`src/rtl/core/cls_pkg.sv`:
```
// Package for the coordinate list sorter: item types, cell control and state codes.
// Used by the sort cell, the top level and the testbench.
`default_nettype none
package cls_pkg;

	localparam int unsigned DEF_CAPACITY = 32;

	typedef struct packed {
		logic [15:0]        row_index;
		logic [15:0]        col_index;
		logic signed [31:0] entry_value;
		logic               last_entry;
	} cls_in_t;

	typedef struct packed {
		logic [15:0]        out_row;
		logic [15:0]        out_col;
		logic signed [31:0] out_value;
		logic               out_last;
		logic               overflow;
	} cls_res_t;

	typedef struct packed {
		logic [15:0]        row_index;
		logic [15:0]        col_index;
		logic signed [31:0] entry_value;
	} cls_entry_t;

	typedef struct packed {
		logic load;
		logic sort;
		logic shift;
		logic mode;
	} cls_ctl_t;

	typedef enum logic [1:0] {
		ST_LOAD,
		ST_SORT,
		ST_DRAIN
	} cls_state_t;

	localparam logic MODE_ROW_MAJOR = 1'b0;

	// Compound key: row then column, or column then row.
	function automatic logic [31:0] key_of(input cls_entry_t e, input logic mode);
		logic [31:0] k;
		if (mode == MODE_ROW_MAJOR) begin
			k = {e.row_index, e.col_index};
		end else begin
			k = {e.col_index, e.row_index};
		end
		return k;
	endfunction

endpackage
`default_nettype wire

```
`src/rtl/core/cls_cell.sv`:
```
// One cell of the sorting chain: holds one entry, compares with its right neighbor.
// Depends on cls_pkg.
`default_nettype none
module cls_cell
	import cls_pkg::*;
(
	input  logic       clk,
	input  cls_ctl_t   ctl,
	input  logic       wr_sel,
	input  logic       pair_lo,
	input  logic       swap_left,
	input  cls_entry_t new_entry,
	input  cls_entry_t left_entry,
	input  cls_entry_t right_entry,
	output cls_entry_t entry_q,
	output logic       swap_lo
);

	// Swap only on strictly greater keys so equal keys keep arrival order.
	assign swap_lo = ctl.sort && pair_lo &&
		(key_of(entry_q, ctl.mode) > key_of(right_entry, ctl.mode));

	always_ff @(posedge clk) begin
		if (ctl.load && wr_sel) begin
			entry_q <= new_entry;
		end else if (swap_lo) begin
			entry_q <= right_entry;
		end else if (ctl.sort && swap_left) begin
			entry_q <= left_entry;
		end else if (ctl.shift) begin
			entry_q <= right_entry;
		end
	end

endmodule
`default_nettype wire

```
`config.mk`:
```
export PLATFORM = sky130hd
export DESIGN_NAME = cls_cell
export DESIGN_NICKNAME = d
export VERILOG_FILES = /design/src/rtl/core/cls_pkg.sv /design/src/rtl/core/cls_cell.sv
export SDC_FILE = /design/constraint.sdc
export NUM_CORES = 1
export LEC_CHECK = 0
export ABC_AREA = 1
export ABC_CLOCK_PERIOD_IN_PS = 12400
export BUFFER_PORTS_ARGS = -buffer_cell sky130_fd_sc_hd__clkbuf_2
export CAP_MARGIN = 5
export CORE_ASPECT_RATIO = 0.9
export CORE_UTILIZATION = 45
export CTS_CLUSTER_DIAMETER = 120
export DETAILED_ROUTE_END_ITERATION = 8
export PLACE_DENSITY_LB_ADDON = 0.05
export SETUP_SLACK_MARGIN = 0.3
export SYNTH_ARGS = -nofsm -noshare
export SYNTH_HDL_FRONTEND = slang
export SYNTH_SLANG_ARGS = --single-unit
export TNS_END_PERCENT = 100
```
`constraint.sdc`:
```
create_clock -name clk -period 12.4 [get_ports clk]
set_input_delay 0.62 -clock clk [delete_from_list [all_inputs] [get_ports clk]]
set_output_delay 0.62 -clock clk [all_outputs]
set_load 0.01 [all_outputs]
```
### Word-level counts from Yosys, hierarchy flattened

Index checks and enable logic that the tools add are counted.

* register bits: 64
* input bits: 200
* word-level logic and storage cells: 15

* magnitude comparators: 1
* mux-type cells: 6
* reductions and logical operators: 5

Operators with widths (count)
* $mux W64: 4
* $mux W32: 2
* $gt A32 B32 Y1: 1
* $logic_and A1 B1 Y1: 4
* $reduce_bool A4 Y1: 1

### Longest topological paths before layout

* depth in word-level cells: 5
* mapped depth: 22
* depth with buffers taken out: 19

### Worst setup path after synthesis

OpenSTA, ideal clock, no wires.

* kind: input -> register
* start point: input ctl[0] in the netlist's numbering
* end point: register entry_q[0] in the netlist's numbering, enable pin
* library setup time: 0.852 ns
* arrival time: 4.057 ns
* path slack: 7.491 ns
* stages: 15
* buffers on the path: 5
* cells stage by stage: clkbuf_1 buf_2 buf_1 a21oi_1 ha_1 a21oi_1 nor2_1 nor2_1 nand3_1 a21oi_1 nand2_1 nand2_1 buf_6 buf_6 nand3_1

* longest elaborated chain between the ends: 4
* elaborated cells on any way between the ends: 5
* those cells by class: order compare (1); mux (2); reduce/logical (2)

RTL lines
* start, declared: line cls_cell.sv:8 `input cls_ctl_t ctl,`
* $mux W32: line cls_pkg.sv:47 `if (mode == MODE_ROW_MAJOR) begin`
* $gt A32 B32 Y1 *: line cls_cell.sv:21 `(key_of(entry_q, ctl.mode) > key_of(right_entry, ctl.mode));`
* $logic_and A1 B1 Y1 *: line cls_cell.sv:20 `assign swap_lo = ctl.sort && pair_lo &&`
* $reduce_bool A4 Y1 (no line) *
* end signal, assigned: line cls_cell.sv:25 `entry_q <= new_entry;`
* end signal, assigned: line cls_cell.sv:27 `entry_q <= right_entry;`
* end signal, assigned: line cls_cell.sv:29 `entry_q <= left_entry;`
* end, declared: line cls_cell.sv:15 `output cls_entry_t entry_q,`

Every way passes the cells marked *; elsewhere a longest branch is shown, timed or not.
A chain may end at the register's enable or synchronous reset.

### Worst setup path after layout

* start point: input ctl[0] in the netlist's numbering
* end point: output swap_lo

* longest elaborated chain between the ends: 3
* elaborated cells on any way between the ends: 4
* those cells by class: order compare (1); mux (2); reduce/logical (1)

RTL lines
* $mux W32: line cls_pkg.sv:47
* $gt A32 B32 Y1 *: line cls_cell.sv:21
* $logic_and A1 B1 Y1 *: line cls_cell.sv:20
* end, declared: line cls_cell.sv:16 `output logic swap_lo`

Marks and branches as above.

==> impl_metrics.json <==
{
  "status": "complete, no violations",
  "synth_compound_area_share_pct": 12.7,
  "crit_path_end_kind": "primary output",
  "yosysWarnings": 0,
  "tightest_slew_ns": 0.958,
  "track_usage_pct": 27.0,
  "slowest_delay_ns": 0.72,
  "max_flop_register": "entry_q",
  "seq_area_um2": 1920,
  "synth.yosys.seq_area_share_pct": 33.2,
  "vias_per_cell": 5.08,
  "clock_skew_ns": 0.00603,
  "syn_area_per_cell_um2": 6.41,
  "syn-instance-count": 902,
  "drv_slew": 0,
  "worstPathArrival_ns": 3.46,
  "synth_fp_nets": 1134,
  "antenna_cells": 0,
  "port_buffers": 264,
  "reg_top3": "entry_q: 64 flops",
  "placed_area_um2": 7080,
  "drive_gt1_share_pct": 25.9,
  "synth_top_family_by_area": "simple AND/OR/NAND/NOR gates",
  "grt_overflow": 0,
  "p_total_mw": 0.802,
  "pin_count": 265,
  "finalHoldViolCount": 0,
  "grt_max_degree": 129,
  "p_leak_nw": 4.09,
  "antenna_found_initial": 0,
  "remaining_drc_errors": 0,
  "max_cap_viol_count": 0,
  "firstDrtPassIters": 5,
  "cts_hold_buf": 0,
  "largest_register_ffs": 64,
  "fmax_ghz": 0.245,
  "synth-seq-cells": 64,
  "dp.cells": 1269,
  "clock_sinks": 64,
  "setup-tns-final_ns": 0,
  "place_congestion": 0.842,
  "rsz0062_at_grt": "no",
  "slew_headroom_pct": 36.1,
  "clockPowerShare_pct": 28.0,
  "layout.nets": 1352,
  "drt_iter0_markers": 495,
  "ant_nets": 0,
  "worstSkewPairLatency_ns": 0.34,
  "multi_input_area_um2": 3250,
  "cts_resized": 0,
  "fp.dieH_um": 110,
  "final_common_cell": "nand2_1",
  "synthMuxAreaShare_pct": 0,
  "nFillCells": 1261,
  "instances_no_fill": 1283,
  "crit_slowest_cell": "buf_4",
  "post_drt_wl_per_cell_um": 14.0,
  "cts_tree": "built",
  "p_sw_share_pct": 35.3,
  "cts_max_level": 3,
  "fp.dieW_um": 121,
  "synthSimpleGateAreaFrac_pct": 35.9,
  "holdCritPathClass": "in2reg",
  "critPathMaxFanout": 128,
  "cp.required_ns": 11.78,
  "seqPwrFrac_pct": 37.3,
  "worstPathCellList": "buf_4, o21ai_0, ha_1, a21oi_1, nor2_1, nor2_1, nand3_1, a21oi_1, nand2_2, nand2_2, buf_4, inv_2, clkbuf_2",
  "clkSlewWorstSetupHoldPaths_ns": 0.05,
  "cts_root_buf": "clkbuf_16",
  "core_area_um2": 12300,
  "hpwl_mm": 12.7,
  "ys_types": 19,
  "setup_viol": 0,
  "layout_common_cells": "nand2_1 (342), clkbuf_2 (263), nand3_1 (130)",
  "start_util_pct": 47.1,
  "cts_buffer_depth": 2,
  "fin_area_um2": 7320,
  "cp-start-kind": "primary input",
  "synthXorXnorAreaFrac_pct": 0,
  "wl_mm": 17.9,
  "p_per_area_nw_per_um2": 109,
  "vdd_ir_drop_max_mv": 0.0562,
  "synthAdderAreaFrac_pct": 6.92,
  "via_count": 6524,
  "reg2reg_slack_ns": 9.42,
  "cts_buffers": 9,
  "p_comb_share_pct": 34.6,
  "post_cts_buffers": 0,
  "grt_pass1_vias": 5708,
  "netlist_area_um2": 5780,
  "fin_crit_sh_pct": 32.9,
  "die-area_um2": 13300,
  "row_count": 38,
  "min_period_ns": 4.08,
  "p_sw_mw": 0.283,
  "p_int_mw": 0.519,
  "grt_pass1_wl_mm": 27.9,
  "area_growth_pct": 26.6,
  "critical_path_class": "in2out"
}
## cell families (layout without fill, tap and decap cells)
kind of cell	count (synthesis)	in the layout
buf+inv	153	374
flops	64	64
fa+ha+maj	32	32
simple gates	507	507
compound gates	146	146
## worst max-delay path, delay by kind of cell
kind	cells	cell delay, ns
buffers and inverters	4	1.48
adders and majority gates	1	0.34
AOI/OAI and AO/OA	3	0.55
and+or+nand+nor	5	0.40
## stage by stage
stage	utilization [%]	setup WS [ns]	hold slack, ns
floorplan	-	7.49	0.806
global placement	57.7	8.35	0.891
detailed placement	57.7	8.34	0.896
CTS	59.7	8.32	0.537
global route	59.7	7.96	0.546
finish	59.7	8.32	0.548
## cell type report
| cell class | count | share of cell area, % |
|---|---|---|
| clock buffers | 12 | 3.23 |
| clock inverters | 2 | 0.120 |
| inverters | 90 | 4.61 |
| multi-input cells | 685 | 44.4 |
| flip-flops and latches | 64 | 26.2 |
| well taps | 160 | 2.73 |
| repair buffers | 270 | 18.7 |
## worst paths after layout
path,start,end,cells after the start
hold reg to reg,entry_q[49],entry_q[51],10
setup / recovery,ctl[0],swap_lo,13
setup reg to reg,entry_q[53],entry_q[57],11
hold / removal,new_entry[56],entry_q[56],3
## per-layer routing
| metal | global-route usage, % | part of all wire, % |
|---|---|---|
| met1 | 37.3 | 44 |
| met5 | 0 | 0 |
| met2 | 42.5 | 45 |
| met4 | 8.20 | 1.2 |
| met3 | 5.34 | 9.3 |
## synth_stat cells (all sizes together)
| cell | instances | share of area, % |
|---|---|---|
| clkbuf | 38 | 2.5 |
| nor2 | 28 | 1.9 |
| nand4 | 2 | 0.22 |
| o21ai | 115 | 10 |
| nand3 | 131 | 11 |
| a21o | 1 | 0.13 |
| buf | 25 | 2.9 |
| o21a | 1 | 0.13 |
| edfxtp | 64 | 33 |
| inv | 90 | 5.8 |
| nand2 | 346 | 22 |
| ha | 32 | 6.9 |
| a21oi | 29 | 2.5 |
## power by group through the flow
stage	Clock, mW	Combinational (mW)	Sequential, mW
finish	0.225	0.278	0.299
detailed placement	0	0.278	0.303
CTS	0.228	0.280	0.300
floorplan	0	0.165	0.317
global route	0.235	0.317	0.302
global placement	0	0.276	0.303
Power figures use the tool's default switching activity.
